--- config.mk ---
export PLATFORM = sky130hd
export DESIGN_NAME = ptrg_eval
export DESIGN_NICKNAME = d
export VERILOG_FILES = /design/src/rtl/pre_trade_risk_gate_macros.svh /design/src/rtl/ptrg_pkg.sv /design/src/rtl/ptrg_eval.sv
export SDC_FILE = /design/constraint.sdc
export NUM_CORES = 1
export LEC_CHECK = 0
export ABC_AREA = 1
export ABC_CLOCK_PERIOD_IN_PS = 5900
export BUFFER_PORTS_ARGS = -buffer_cell sky130_fd_sc_hd__buf_2
export CELL_PAD_IN_SITES_DETAIL_PLACEMENT = 0
export CELL_PAD_IN_SITES_GLOBAL_PLACEMENT = 1
export CORE_AREA = 2 2 369 371
export CTS_CLUSTER_DIAMETER = 120
export DETAILED_ROUTE_END_ITERATION = 8
export DIE_AREA = 0 0 371 373
export PLACE_DENSITY = 0.66
export SYNTH_ARGS = -nofsm -noshare
export SYNTH_HDL_FRONTEND = slang
export SYNTH_SLANG_ARGS = --single-unit
--- constraint.sdc ---
create_clock -name clock -period 5.9 [get_ports clock]
set_clock_uncertainty 0.1 [all_clocks]
set_input_delay 0.885 -clock clock [delete_from_list [all_inputs] [get_ports clock]]
set_output_delay 0.885 -clock clock [all_outputs]
set_load 0.02 [all_outputs]
--- src/rtl/pre_trade_risk_gate_macros.svh ---
// ============================================================================
// pre_trade_risk_gate_macros.svh
// Assertion macros used by the top-level risk gate module.
// ============================================================================
`ifndef PRE_TRADE_RISK_GATE_MACROS_SVH
`define PRE_TRADE_RISK_GATE_MACROS_SVH

// Same-cycle implication, disabled while reset is high.
`define PTRG_ASSERT_NOW(label, clk, rst, ante, cons) \
   label: assert property (@(posedge clk) disable iff (rst) (ante) |-> (cons)) \
      else $error("pre_trade_risk_gate: same-cycle check failed");

// Next-cycle implication, disabled while reset is high.
`define PTRG_ASSERT_NEXT(label, clk, rst, ante, cons) \
   label: assert property (@(posedge clk) disable iff (rst) (ante) |=> (cons)) \
      else $error("pre_trade_risk_gate: next-cycle check failed");

`endif

--- src/rtl/ptrg_pkg.sv ---
// ============================================================================
// ptrg_pkg
// Types and constants shared by the pre-trade risk gate modules.
// ============================================================================
package ptrg_pkg;

   // Operation selector carried with each request.
   typedef enum logic [1:0] {
      OP_CHECK      = 2'd0,
      OP_FILL       = 2'd1,
      OP_SET_LIMITS = 2'd2,
      OP_QUERY      = 2'd3
   } ptrg_opcode_type;

   // Check outcome.
   typedef enum logic [1:0] {
      VERDICT_ACCEPT   = 2'd0,
      VERDICT_SIZE     = 2'd1,
      VERDICT_POSITION = 2'd2,
      VERDICT_RATE     = 2'd3
   } ptrg_verdict_type;

   localparam int unsigned WINDOW_W  = 40;
   localparam int unsigned REQ_BYTES = 28;
   localparam int unsigned RSP_BYTES = 21;

   // One table entry, as stored in the entry memory.
   typedef struct packed {
      logic [31:0]        size_limit;
      logic [46:0]        position_limit;
      logic [31:0]        rate_limit;
      logic signed [47:0] position;
      logic [63:0]        window_base;
      logic [31:0]        window_count;
   } ptrg_entry_type;

   // Entry contents for a newly created or absent entry.
   localparam ptrg_entry_type ENTRY_DEFAULT = '{
      size_limit:     32'hFFFF_FFFF,
      position_limit: 47'h7FFF_FFFF_FFFF,
      rate_limit:     32'hFFFF_FFFF,
      position:       48'sd0,
      window_base:    64'd0,
      window_count:   32'd0
   };

   localparam logic signed [47:0] POS_MAX = 48'sh7FFF_FFFF_FFFF;
   localparam logic signed [47:0] POS_MIN = 48'sh8000_0000_0000;

   // Unpacked request fields.
   typedef struct packed {
      ptrg_opcode_type opcode;
      logic [7:0]      symbol_index;
      logic [5:0]      participant_index;
      logic            side;
      logic [31:0]     quantity;
      logic [63:0]     timestamp;
      logic [31:0]     new_order_size_limit;
      logic [46:0]     new_position_limit;
      logic [31:0]     new_rate_limit;
   } ptrg_request_type;

   // Table write command (address travels beside it).
   typedef struct packed {
      logic           en;
      logic           present;
      ptrg_entry_type entry;
   } ptrg_write_type;

   // Result fields of one request.
   typedef struct packed {
      ptrg_verdict_type   verdict;
      logic signed [47:0] entry_position;
      logic [31:0]        cur_order_size_limit;
      logic [46:0]        cur_position_limit;
      logic [31:0]        cur_rate_limit;
   } ptrg_response_type;

endpackage

--- src/rtl/ptrg_eval.sv ---
// ============================================================================
// ptrg_eval
// Risk evaluation datapath: a registered stage of sums and differences,
// followed by the limit comparisons that build the updated entry.
// ============================================================================
module ptrg_eval (
   input  logic                         clock,
   input  logic                         stage_en,
   input  ptrg_pkg::ptrg_request_type   req,
   input  logic                         key_ok,
   input  logic                         rd_present,
   input  ptrg_pkg::ptrg_entry_type     rd_entry,
   input  logic [ptrg_pkg::WINDOW_W-1:0] rate_window,
   output ptrg_pkg::ptrg_write_type     wr_cmd,
   output ptrg_pkg::ptrg_response_type  rsp
);

   typedef struct packed {
      ptrg_pkg::ptrg_request_type req;
      logic                       key_ok;
      logic                       present;
      ptrg_pkg::ptrg_entry_type   base;
      logic signed [48:0]         next_pos;
      logic [63:0]                elapsed;
      logic [31:0]                count_inc;
   } stage_type;

   stage_type                stage_ff;
   stage_type                stage_in;
   logic signed [48:0]       pos_wide;
   logic signed [48:0]       qty_wide;

   // First stage: choose the base entry and form the sums.
   always_comb begin
      stage_in.req     = req;
      stage_in.key_ok  = key_ok;
      stage_in.present = key_ok && rd_present;
      stage_in.base    = stage_in.present ? rd_entry : ptrg_pkg::ENTRY_DEFAULT;
      pos_wide = {stage_in.base.position[47], stage_in.base.position};
      qty_wide = $signed({17'b0, req.quantity});
      stage_in.next_pos  = req.side ? (pos_wide - qty_wide) : (pos_wide + qty_wide);
      stage_in.elapsed   = req.timestamp - stage_in.base.window_base;
      stage_in.count_inc = stage_in.base.window_count + 32'd1;
   end

   always_ff @(posedge clock) begin
      if (stage_en) begin
         stage_ff <= stage_in;
      end
   end

   // Second stage: limit tests and the updated entry.
   ptrg_pkg::ptrg_entry_type   upd;
   ptrg_pkg::ptrg_verdict_type verdict;
   logic                       wr_en;
   logic                       over_size;
   logic                       over_pos;
   logic                       restart;
   logic                       rate_hit;
   logic signed [48:0]         lim_wide;
   logic [31:0]                count_now;

   always_comb begin
      lim_wide  = $signed({2'b0, stage_ff.base.position_limit});
      over_size = stage_ff.req.quantity > stage_ff.base.size_limit;
      over_pos  = (stage_ff.next_pos > lim_wide) || (stage_ff.next_pos < -lim_wide);
      restart   = stage_ff.elapsed >= {24'b0, rate_window};
      count_now = restart ? 32'd0 : stage_ff.base.window_count;
      rate_hit  = count_now >= stage_ff.base.rate_limit;

      upd     = stage_ff.base;
      verdict = ptrg_pkg::VERDICT_ACCEPT;
      wr_en   = 1'b0;

      if (stage_ff.key_ok) begin
         unique case (stage_ff.req.opcode)
            ptrg_pkg::OP_CHECK: begin
               if (stage_ff.present) begin
                  wr_en = 1'b1;
                  if (over_size) begin
                     verdict = ptrg_pkg::VERDICT_SIZE;
                  end else if (over_pos) begin
                     verdict = ptrg_pkg::VERDICT_POSITION;
                  end else begin
                     // A restarted window is kept even when the rate test rejects.
                     if (restart) begin
                        upd.window_base  = stage_ff.req.timestamp;
                        upd.window_count = 32'd0;
                     end
                     if (rate_hit) begin
                        verdict = ptrg_pkg::VERDICT_RATE;
                     end else begin
                        upd.window_count = restart ? 32'd1 : stage_ff.count_inc;
                     end
                  end
               end
            end
            ptrg_pkg::OP_FILL: begin
               wr_en = 1'b1;
               // Saturate when the two top bits of the sum disagree.
               if (stage_ff.next_pos[48] != stage_ff.next_pos[47]) begin
                  upd.position = stage_ff.next_pos[48] ? ptrg_pkg::POS_MIN
                                                       : ptrg_pkg::POS_MAX;
               end else begin
                  upd.position = stage_ff.next_pos[47:0];
               end
            end
            ptrg_pkg::OP_SET_LIMITS: begin
               wr_en = 1'b1;
               upd.size_limit     = stage_ff.req.new_order_size_limit;
               upd.position_limit = stage_ff.req.new_position_limit;
               upd.rate_limit     = stage_ff.req.new_rate_limit;
            end
            ptrg_pkg::OP_QUERY: begin
               wr_en = 1'b0;
            end
            default: begin
               wr_en = 1'b0;
            end
         endcase
      end
   end

   assign wr_cmd.en      = wr_en;
   assign wr_cmd.present = 1'b1;
   assign wr_cmd.entry   = upd;

   // An absent or out-of-range entry starts from the defaults.
   assign rsp.verdict              = verdict;
   assign rsp.entry_position       = upd.position;
   assign rsp.cur_order_size_limit = upd.size_limit;
   assign rsp.cur_position_limit   = upd.position_limit;
   assign rsp.cur_rate_limit       = upd.rate_limit;

endmodule

==> key figures <==
Floorplanning
  – Die width: 371 um
  – Area of the die: roughly 140000 um2
  – # IOs: about 940
  – Core Area: ~130000 um2
  – Initial Util: 30.2%
  – Die Ht: approximately 370 um
  – Row count: between 100 and 150

Logic synthesis
  – Syn avg cell area: roughly 8.6 um2
  – Synthesized-area fraction occupied by adder cells: approximately a tenth
  – Syn Inst Count: about 4700
  – Synth Area in Compound Gates: 9.72%
  – Synth Warn #: 0
  – Library cells used by synthesis: 60
  – Largest family of logic cells by synthesized area: simple AND/OR/NAND/NOR gates
  – Area leader, netlist: edfxtp_1
  – Xor and xnor fraction of the mapped netlist area: 4.17%
  – Most used flip-flop cell after synthesis: edfxtp_1
  – Sequential area share after synthesis: 45.1%
  – Yosys top cell area share: 45.1%
  – Async set-reset flop share out of synthesis: 0%
  – Post-synthesis mux area share: 0.0553%
  – Synthesized flop and latch total: 611
  – EDFF count, synth: about 610
  – Synth Cell Area: slightly above 40000 um2
  – Most area-consuming cells after synthesis: edfxtp_1 45%, ha_1 9.8%, nand2_1 7.3%, inv_1 6.9%, nor2_1 5.3%
  – Synth Area in Simple Gates: 19.7%
  – Synth Net Count: about 5600

Placement
  – GPL Wtd Cong: between 0.9 and 1
  – Detailed placement HPWL: 133 mm
  – # port buffers: about 930
  – Total placed cells including tap cells: just over 7000

Timing
  – Setup ws final: -0.192 ns
  – Fmax: 164 MHz
  – Crit path time final: 6.09 ns
  – Worst Tran Pin Value: between 0.9 and 1 ns
  – Setup repair after global routing missed its margin: true
  – Fin. Hold Viols: 0
  – Slew Limit Headroom: between 30% and 40%
  – Final setup viols: 96
  – Final worst path period share: 103%
  – Slew Viols, Final: 0
  – Worst hold slack: about 0.26 ns

Pwr
  – Sw frac: about a third
  – Switching power total: between 4 and 5 mW
  – Power Density: around 260 nW/um2
  – Clock power share: between 30% and 40%
  – Pint: between 9 and 10 mW
  – Pleak: between 20 and 25 nW
  – Sequential Power Share: between 40% and 50%
  – Maximum vdd ir drop: approximately 0.20 mV
  – Comb pwr share: about a quarter

Cells and area
  – Net total in the final layout: around 6500
  – Final cell count without fillers: around 7500
  – Area Growth Syn to Fin: 28.3%
  – Area of the multi-input gates: roughly 19000 um2
  – Final core utilization: between 30% and 40%
  – Area occupied by registers: 18300 um2
  – Share of cells above drive strength 1: roughly 29%
  – Filler cell count in the final layout: ~14000

Global route
  – Total grt overflow: 0
  – First-pass GRT wire length: around 230 mm
  – Largest net degree at the start of global routing: 130
  – GR Util All Layers: a little under a quarter
  – Initial antenna violation count: 39
  – Vias in the first global route: ~35000

Clocking
  – H-tree levels: 3
  – Hold buffer count at cts: 0
  – Cts bufs inserted: 79
  – Sink Count: a little over 600
  – TritonCTS clock tree: built
  – CTS max path bufs: 3
  – Root Buffer: clkbuf_16
  – Worst-path clk slew: around 0.060 ns

Setup path
  – Startpoint Class: register
  – Cell mode on critical path: nand3_2
  – WS Path Type: register to primary output
  – Largest stage delay, worst path: 0.40 ns
  – Arrival time worst endpoint: about 5.1 ns
  – CP max FO: 4
  – Slowest-stage cell, CP: edfxtp_1
  – Critical Path RT: 4.91 ns
  – Type of destination of the critical path: primary output

Flow run
  – Max cap viols: 0

Routing
  – Remaining antenna violation count: 1
  – Wire per inst: 22.6 um
  – Vias/cell: a little under 5
  – Detail Route met2 WL: 81.2 mm
  – DRT met1 WL: around 71 mm
  – Max layer used: met5
  – First-pass detailed-route iteration total: 5
  – DRC: 0
  – DR iter-0 viols: between 2000 and 3000
  – Total number of vias: between 30000 and 40000
  – Met3 Wirelength: about 11 mm
  – Final WL: 169 mm

Hold path
  – Min-Delay Path Class: input port to register

Outcome
  – Failing checks: antenna violations, negative setup slack
  – Status: finished with violations
cell type report:
cell class / instances / area share (%)
clock inverters: 52 / 0.970
flip-flops and latches: 611 / 35.1
repair buffers: 1090 / 13.8
clock buffers: 90 / 3.90
diodes: 18 / 0.0862
inverters: 758 / 5.49
multi-input cells: 3090 / 36.4
well taps: 1781 / 4.26
per-stage QoR:
stage                     worst slack [ns]  instance area [um2]  power (mW)  TNS, ns
after floorplan                      0.679                40700        7.47        0
after global placement             -0.0432                46600        8.71   -0.565
after detailed placement            -0.132                46600        8.74    -2.44
after CTS                           -0.263                51300        13.8   -19.29
after global routing                -0.478                52200        14.3   -38.70
final                               -0.192                52300        13.7   -10.14
sequential cells by signal (all words and copies together) (netlist names):
signal,flops
stage_ff,564
lim_wide,47
final timing paths:
| kind | from | endpoint | slack, ns | cells past startpoint |
|---|---|---|---|---|
| max | lim_wide[6]$_SDFFCE_PN1P_ | wr_cmd[1] | -0.19 | 30 |
| min | req[78] | stage_ff[480]$_DFFE_PP_ | 0.26 | 1 |
per-layer routing:
layer / GRT usage [%] / up-vias
met2: 39.5 / 1255
met5: 0 / -
met4: 7.74 / 40
li1: - / 17300
met3: 4.30 / 256
met1: 29.8 / 17300
Yosys cell counts, drive strengths merged (37+ instances only):
cell,count
nand3,217
or2,114
xor2,145
clkbuf,69
a21oi,359
nand2,791
buf,208
nand4,37
o21ai,206
nor2,594
xnor2,49
o22ai,48
inv,757
nor3,51
edfxtp,611
ha,320
repair_timing:
action	in CTS	in global routing
pin swaps	104	48
gates resized for setup	403	180
cloned	15	7
setup buffers	46	24
endpoints found under the setup margin	98	98
critical path: cells and delay by family, from the launching register on:
family | cells | cell delay, ns
fa+ha+maj | 1 | 0.28
buf+inv | 5 | 0.69
flops | 1 | 0.40
simple gates | 24 | 2.98
cell families after synthesis:
group	count (synthesis)
AND/OR/NAND/NOR	1846
buffers and inverters	1035
AO/OA/AOI/OAI	725
flip-flops	611
adder cells (fa/ha/maj)	322
XOR/XNOR	194
multiplexers	2
other	1
power groups by stage:
stage                     clock [mW]  combinational, mW  sequential, mW
after global routing            5.11               3.69            5.53
after global placement             0               3.15            5.56
after detailed placement           0               3.17            5.57
after floorplan                    0               2.03            5.45
after CTS                       4.97               3.33            5.49
final                           4.86               3.37            5.50
layout by cell type (no fill, tap or decap), drive strengths merged, types with 49 or more instances in the layout:
| cell | n |
|---|---|
| edfxtp | 611 |
| nand2 | 791 |
| nor2 | 594 |
| or2 | 114 |
| nand3 | 217 |
| inv | 762 |
| a21oi | 359 |
| ha | 320 |
| o21ai | 206 |
| clkbuf | 96 |
| nor3 | 51 |
| xor2 | 145 |
| buf | 1083 |
| xnor2 | 49 |
Power figures use the tool's default switching activity.
